$ cat src/gf173_pkg.sv
`timescale 1ns / 1ps
package gf173_pkg;
    localparam int Deg = 173;
    // reduction taps below x^173: x^10 + x^2 + x + 1
    localparam logic [172:0] RedPoly = 173'h405 | 173'h2;

    typedef enum logic [2:0] {
        OP_ADD = 3'd0, OP_MUL = 3'd1, OP_SQR = 3'd2, OP_POW = 3'd3,
        OP_INV = 3'd4, OP_TRC = 3'd5, OP_ISZ = 3'd6, OP_ISO = 3'd7
    } t_op;

    typedef enum logic [2:0] {
        ST_IDLE, ST_SCHED, ST_MUL, ST_DONE
    } t_state;

    // one step of the bit-serial multiplier: acc = acc*x mod p, then add b if bit set
    function automatic logic [172:0] mul_step(input logic [172:0] acc,
            input logic [172:0] b, input logic bit_in);
        logic [172:0] sh;
        sh = {acc[171:0], 1'b0} ^ (acc[172] ? RedPoly : 173'd0);
        return sh ^ (bit_in ? b : 173'd0);
    endfunction
endpackage

$ cat src/gf2_173_field_alu_unit.sv
`timescale 1ns / 1ps
// GF(2^173) field arithmetic unit, polynomial basis, modulus x^173+x^10+x^2+x+1.
// Input channel (i_valid/o_ready) takes one item: opcode, operands a and b
// in three words each, and a 64-bit exponent. Output channel (o_valid/i_ready)
// gives one result item per input item: three result words and a flag.
// All products run on one bit-serial multiplier, one bit of the multiplier
// operand per cycle, with a scheduling step before each field multiplication.
// Add and the zero and one tests skip the multiplier; multiply and square use
// it once; power squares once per exponent bit up to the highest set one and
// multiplies once per set bit; inverse takes 343 multiplications; trace takes
// 172 squarings. One item is in flight at a time, and o_ready rises only in
// the cycle after a result is taken.
// Reset clears the controller; the result holds in the output register
// while the receiver stalls, and no new item is taken until it is delivered.
module gf2_173_field_alu_unit (
    input  logic        i_clk,
    input  logic        i_rst_n,
    input  logic        i_valid,
    output logic        o_ready,
    input  logic [2:0]  i_req_type,
    input  logic [63:0] i_a_word0,
    input  logic [63:0] i_a_word1,
    input  logic [44:0] i_a_word2,
    input  logic [63:0] i_b_word0,
    input  logic [63:0] i_b_word1,
    input  logic [44:0] i_b_word2,
    input  logic [63:0] i_exponent,
    output logic        o_valid,
    input  logic        i_ready,
    output logic [63:0] o_r_word0,
    output logic [63:0] o_r_word1,
    output logic [44:0] o_r_word2,
    output logic        o_flag
);
    gf173_pkg::t_state r_state, n_state;
    gf173_pkg::t_op    r_op;
    logic [172:0] r_base, r_acc, r_sum;   // working registers
    logic [172:0] r_m_a, r_m_b, r_prod;   // multiplier: shift operand, addend, product
    logic [7:0]   r_cnt;                  // multiplier bit count
    logic [63:0]  r_exp;
    logic [7:0]   r_iter;                 // loop count for inverse and trace
    logic         r_phase;                // inverse: 0 square step, 1 accumulate
    logic [172:0] r_res;
    logic         r_flag;

    logic [172:0] w_a, w_b;
    logic         w_sched_done;
    logic         w_start;
    logic [172:0] w_ma, w_mb;

    assign w_a = {i_a_word2, i_a_word1, i_a_word0};
    assign w_b = {i_b_word2, i_b_word1, i_b_word0};

    // state register
    always_ff @(posedge i_clk) begin
        if (!i_rst_n) r_state <= gf173_pkg::ST_IDLE;
        else          r_state <= n_state;
    end

    // next state
    always_comb begin
        n_state = r_state;
        unique case (r_state)
            gf173_pkg::ST_IDLE: begin
                if (i_valid) begin
                    if (i_req_type == gf173_pkg::OP_ADD || i_req_type == gf173_pkg::OP_ISZ
                        || i_req_type == gf173_pkg::OP_ISO)
                        n_state = gf173_pkg::ST_DONE;
                    else
                        n_state = gf173_pkg::ST_SCHED;
                end
            end
            gf173_pkg::ST_SCHED: n_state = gf173_pkg::ST_MUL;
            gf173_pkg::ST_MUL: begin
                if (r_cnt == 8'd0) n_state = gf173_pkg::ST_SCHED;
            end
            gf173_pkg::ST_DONE: begin
                if (i_ready) n_state = gf173_pkg::ST_IDLE;
            end
            default: n_state = gf173_pkg::ST_IDLE;
        endcase
        // scheduler may finish instead of starting a multiply
        if (r_state == gf173_pkg::ST_SCHED && w_sched_done) n_state = gf173_pkg::ST_DONE;
    end

    // scheduler decision: what to multiply next, or done
    always_comb begin
        w_sched_done = 1'b0;
        w_start = 1'b0;
        w_ma = r_base;
        w_mb = r_base;
        unique case (r_op)
            gf173_pkg::OP_MUL, gf173_pkg::OP_SQR: begin
                // r_phase 1 means product already in r_prod
                if (r_phase) w_sched_done = 1'b1;
                else begin
                    w_start = 1'b1; w_ma = r_base; w_mb = r_acc;
                end
            end
            gf173_pkg::OP_POW: begin
                if (!r_phase) begin
                    if (r_exp == 64'd0) w_sched_done = 1'b1;
                    else if (r_exp[0]) begin
                        w_start = 1'b1; w_ma = r_acc; w_mb = r_base;
                    end else begin
                        w_start = 1'b1;
                    end
                end else begin
                    w_start = 1'b1;
                end
            end
            gf173_pkg::OP_INV: begin
                if (r_iter == 8'd171) begin
                    if (r_phase) w_sched_done = 1'b1;
                    else begin
                        w_start = 1'b1; w_ma = r_acc; w_mb = r_acc;
                    end
                end else if (!r_phase) w_start = 1'b1;
                else begin
                    w_start = 1'b1; w_ma = r_acc; w_mb = r_base;
                end
            end
            gf173_pkg::OP_TRC: begin
                if (r_iter == 8'd172) w_sched_done = 1'b1;
                else w_start = 1'b1;
            end
            default: w_sched_done = 1'b1;
        endcase
    end

    // datapath
    always_ff @(posedge i_clk) begin
        if (!i_rst_n) begin
            r_op <= gf173_pkg::OP_ADD;
            r_cnt <= 8'd0;
            r_phase <= 1'b0;
            r_iter <= 8'd0;
        end else begin
            unique case (r_state)
                gf173_pkg::ST_IDLE: begin
                    if (i_valid) begin
                        r_op    <= gf173_pkg::t_op'(i_req_type);
                        r_base  <= w_a;
                        r_acc   <= (i_req_type == gf173_pkg::OP_SQR) ? w_a :
                                   (i_req_type == gf173_pkg::OP_MUL) ? w_b :
                                   (i_req_type == gf173_pkg::OP_POW) ? 173'd1 : w_a;
                        r_sum   <= w_a;
                        r_exp   <= i_exponent;
                        r_iter  <= 8'd0;
                        r_phase <= 1'b0;
                        r_flag  <= 1'b0;
                        r_res   <= 173'd0;
                        if (i_req_type == gf173_pkg::OP_ADD) r_res <= w_a ^ w_b;
                        if (i_req_type == gf173_pkg::OP_ISZ) r_flag <= (w_a == 173'd0);
                        if (i_req_type == gf173_pkg::OP_ISO) r_flag <= (w_a == 173'd1);
                    end
                end
                gf173_pkg::ST_SCHED: begin
                    if (w_start) begin
                        r_m_a  <= w_ma;
                        r_m_b  <= w_mb;
                        r_prod <= 173'd0;
                        r_cnt  <= 8'(gf173_pkg::Deg - 1);
                    end else begin
                        unique case (r_op)
                            gf173_pkg::OP_MUL, gf173_pkg::OP_SQR,
                            gf173_pkg::OP_INV: r_res <= r_prod;
                            gf173_pkg::OP_POW: r_res <= r_acc;
                            gf173_pkg::OP_TRC: r_flag <= r_sum[0];
                            default: r_res <= r_res;
                        endcase
                    end
                end
                gf173_pkg::ST_MUL: begin
                    // msb first: Horner over the bits of r_m_a
                    r_prod <= gf173_pkg::mul_step(r_prod, r_m_b, r_m_a[172]);
                    r_m_a  <= {r_m_a[171:0], 1'b0};
                    if (r_cnt != 8'd0) r_cnt <= r_cnt - 8'd1;
                    else begin
                        // write back the finished product
                        unique case (r_op)
                            gf173_pkg::OP_MUL, gf173_pkg::OP_SQR: r_phase <= 1'b1;
                            gf173_pkg::OP_POW: begin
                                if (!r_phase && r_exp[0]) begin
                                    r_acc <= gf173_pkg::mul_step(r_prod, r_m_b, r_m_a[172]);
                                    r_phase <= 1'b1;
                                end else begin
                                    r_base <= gf173_pkg::mul_step(r_prod, r_m_b, r_m_a[172]);
                                    r_exp <= {1'b0, r_exp[63:1]};
                                    r_phase <= 1'b0;
                                end
                            end
                            gf173_pkg::OP_INV: begin
                                if (r_iter == 8'd171) r_phase <= 1'b1;
                                else if (!r_phase) begin
                                    r_base <= gf173_pkg::mul_step(r_prod, r_m_b, r_m_a[172]);
                                    r_phase <= 1'b1;
                                end else begin
                                    r_acc <= gf173_pkg::mul_step(r_prod, r_m_b, r_m_a[172]);
                                    r_phase <= 1'b0;
                                    r_iter <= r_iter + 8'd1;
                                end
                            end
                            gf173_pkg::OP_TRC: begin
                                r_base <= gf173_pkg::mul_step(r_prod, r_m_b, r_m_a[172]);
                                r_sum <= r_sum ^ gf173_pkg::mul_step(r_prod, r_m_b, r_m_a[172]);
                                r_iter <= r_iter + 8'd1;
                            end
                            default: r_phase <= r_phase;
                        endcase
                    end
                end
                default: r_cnt <= r_cnt;
            endcase
        end
    end

    // handshake and result outputs
    always_comb begin
        o_ready   = (r_state == gf173_pkg::ST_IDLE);
        o_valid   = (r_state == gf173_pkg::ST_DONE);
        o_r_word0 = r_res[63:0];
        o_r_word1 = r_res[127:64];
        o_r_word2 = r_res[172:128];
        o_flag    = r_flag;
    end
endmodule
$ cat config.mk
export PLATFORM = sky130hd
export DESIGN_NAME = gf2_173_field_alu_unit
export DESIGN_NICKNAME = d
export VERILOG_FILES = /design/src/gf173_pkg.sv /design/src/gf2_173_field_alu_unit.sv
export SDC_FILE = /design/constraint.sdc
export NUM_CORES = 2
export LEC_CHECK = 0
export BUFFER_PORTS_ARGS = -buffer_cell sky130_fd_sc_hd__buf_2
export CORE_UTILIZATION = 65
export DETAILED_ROUTE_END_ITERATION = 8
export PLACE_DENSITY_LB_ADDON = 0.08
export SYNTH_ARGS = -nofsm -noshare
export SYNTH_HDL_FRONTEND = slang
export SYNTH_SLANG_ARGS = --single-unit
$ cat constraint.sdc
create_clock -name i_clk -period 48.8 [get_ports i_clk]
set_input_delay 9.76 -clock i_clk [delete_from_list [all_inputs] [get_ports i_clk]]
set_output_delay 9.76 -clock i_clk [all_outputs]
set_load 0.02 [all_outputs]
==> flow_summary.json <==
{
  "clock_power_share_pct": 31.0,
  "drive_gt1_share_pct": 18.8,
  "critPathArrivalTime_ns": 13.83,
  "drv_slew": 0,
  "holdBufCountCts": 0,
  "hp-start": "r_iter[5]",
  "regArea_sq_mm": 0.0336,
  "firstDrtPassIters": 8,
  "synth-async-reset-ratio_pct": 0,
  "synth_ff_type": "edfxtp_1",
  "final-setup-viol-count": 0,
  "grt_pass1_vias": 45100,
  "status": "finished, final reports clean",
  "clk_path_buf_depth": 3,
  "postCtsSetupBuffers": 0,
  "netlist_area_sq_mm": 0.0592,
  "dp_cells": 6642,
  "worstMarginPinSlew_ns": 1.20,
  "areaGrowthSynthToFinish_pct": 11.9,
  "fin_skew_ns": 0.0213,
  "yosys_warnings": 0,
  "core_sq_mm": 0.0901,
  "fp.dieArea_sq_mm": 0.0923,
  "nFillCells": 6278,
  "tns_ns": 0,
  "antenna_found_initial": 23,
  "p_int_w": 0.00195,
  "insertion_delay_ns": 0.71,
  "cts_resized": 0,
  "die_y_microns": 304,
  "crit_required_ns": 49.12,
  "fin_cells": 6871,
  "r2r-start": "r_phase",
  "drc": 0,
  "cts_root_buf": "clkbuf_16",
  "portBuffers": 592,
  "r2r_cells": 10,
  "hold_class": "reg2reg",
  "grt_use_total_pct": 38.2,
  "maxCapViolCount": 0,
  "powerDensity_mw_per_mm2": 42.2,
  "share_comb_of_total_power_pct": 21.3,
  "synth-edff-count": 1104,
  "fin_crit_ns": 13.51,
  "sw_frac_of_total_pct": 30.1,
  "worst_slack_ns": 35.29,
  "share_seq_of_total_power_pct": 47.7,
  "cts_sinks": 1126,
  "p_sw_w": 0.000842,
  "syn_nets": 5641,
  "grt-ovfl-total": 0,
  "clk_pin_slew_worst_paths_ns": 0.06,
  "period_share_pct": 27.7,
  "grt_pass1_wl_microns": 272000,
  "total_power_w": 0.00279,
  "ys_types": 59,
  "via_per_inst": 6.78,
  "ios": 593,
  "slew_headroom_pct": 19.9,
  "fp-row-count": 110,
  "drt-total-wl_microns": 180000,
  "dieWidth_microns": 304,
  "fmax_mhz": 74.0,
  "final_common_cell": "edfxtp_1",
  "yosysSeqAreaShare_pct": 56.7,
  "holdWs_ns": 0.534,
  "dp_slack_ns": 34.66,
  "ir_drop_mv": 0.0315,
  "wl_per_cell_microns": 26.2,
  "multi_input_area_sq_mm": 0.0240,
  "layout_common_cells": "edfxtp_1 (1,104), nand2_1 (1,103), buf_2 (592)",
  "vias": 46600,
  "cts_tree": "done",
  "path_class": "in2reg",
  "ys_seq_elements": 1126,
  "rsz0062_at_grt": "no",
  "cp_max_fo": 68,
  "cp-end-kind": "flip-flop",
  "worstSetupStartpointType": "input pin",
  "gp_congestion": 0.904,
  "hold_violations": 0,
  "leakage_nw": 24.2,
  "synth.avg_cell_area_sq_um": 11.3,
  "grt_max_degree": 207,
  "antenna_left": 0,
  "cts-htree-levels": 3,
  "layout.nets": 6003,
  "dp_hpwl_microns": 104000,
  "hold_end": "r_iter[5]",
  "hold_depth": 2,
  "syn_inst": 5220,
  "r2r_setup_slack_ns": 42.55,
  "worst_r2r_endpoint": "r_m_a[171]",
  "cts_buffers": 114,
  "drt_iter0_markers": 5997,
  "start_util_pct": 65.7
}
==> cell type report <==
class                      count  share of cell area (%)
antenna                       17                  0.0642
clock buffer                 148                    4.69
clock inverter                64                   0.752
inverter                       9                  0.0623
multi-input combinational   3676                    36.2
sequential                  1126                    50.7
tap                         1176                    2.22
timing repair buffer         655                    5.28
==> worst max-delay path, cell delays in order <==
cell and delay [ns]:
buf_2 0.17, inv_1 0.35, a21oi_4 0.89, buf_4 0.71
buf_4 0.86, buf_4 0.92
==> sequential cells by signal, summed over array words and instances (netlist names), 2 cells and up <==
register,cells
r_prod,173
r_exp,64
r_cnt,8
r_state,2
r_m_a,173
r_iter,8
r_base,173
r_op,3
r_m_b,173
r_acc,173
r_res,173
==> how the worst max path moves through the flow <==
stage                        from           to  slack, ns  depth (start not counted)
final                     i_rst_n   r_m_a[171]      35.29                          6
after global routing      i_rst_n  r_prod[106]      35.09                          6
after global placement    i_rst_n   r_m_a[143]      34.73                          6
after floorplan           i_rst_n     r_m_a[0]      20.82                          4
after CTS                 i_rst_n   r_m_a[143]      35.36                          6
after detailed placement  i_rst_n   r_m_a[165]      34.66                          6
==> metrics by stage <==
step | utilization, % | area [sq um]
final | 73.5 | 66200
after global routing | 73.5 | 66200
after CTS | 73.4 | 66200
after detailed placement | 69.4 | 62600
after global placement | 69.4 | 62600
after floorplan | - | 59200
==> power groups by stage <==
stage	Sequential (W)	Combinational, W	Clock, W
after floorplan	0.00138	0.000381	0
after global placement	0.00134	0.000570	0
after detailed placement	0.00135	0.000582	0
after CTS	0.00133	0.000586	0.000867
after global routing	0.00134	0.000635	0.000902
final	0.00133	0.000595	0.000867
==> kinds of logic (layout without fill, tap and decap cells) <==
| group | count (synthesis) | count (layout) | synth area share, % |
|---|---|---|---|
| other | 0 | 17 | 0 |
| adder cells (fa/ha/maj) | 4 | 4 | 0.0845 |
| buffers and inverters | 418 | 876 | 3.04 |
| AND/OR/NAND/NOR | 1654 | 1654 | 11.5 |
| XOR/XNOR | 366 | 366 | 5.41 |
| multiplexers | 520 | 520 | 9.42 |
| AO/OA/AOI/OAI | 1132 | 1132 | 13.8 |
| flip-flops | 1126 | 1126 | 56.7 |
==> layer usage <==
layer  up-vias  GRT usage [%]  wire length, microns  share of wire [%]
met2      3225           59.0                 82200                 46
met4        10           19.2                  8390                4.7
met1     22600           51.6                 68500                 38
met5         -              0                    69              0.038
met3       480           7.93                 20900                 12
li1      20200              -                     -                  -
==> cells in the mapped netlist, types with 5 or more instances <==
cell type,instances,share of area (%)
a221o_1,172,2.9
buf_6,10,0.19
xnor2_1,186,2.8
a221oi_1,7,0.10
mux2_1,88,1.7
nor2_1,241,1.5
clkbuf_1,232,1.5
a311o_1,125,2.1
o21ai_1,7,0.059
buf_2,109,0.92
and3_1,6,0.063
dfxtp_1,22,0.74
edfxtp_1,1104,56
o22ai_1,222,2.3
mux2_2,210,4.0
buf_4,5,0.063
nand2b_1,6,0.063
buf_1,53,0.34
and2_1,5,0.053
nor3_1,9,0.076
a21oi_1,195,1.6
o21a_1,40,0.51
a31o_2,15,0.22
o21ai_0,136,1.1
nand2_1,1107,7.0
a31o_1,24,0.35
nand4_1,17,0.18
nor4_1,62,0.66
inv_1,8,0.051
xor2_1,180,2.7
nor2b_1,12,0.13
a21o_1,173,2.2
mux2i_1,222,3.8
nand3_1,173,1.5
Note: power is estimated with default switching activity, not from simulation.
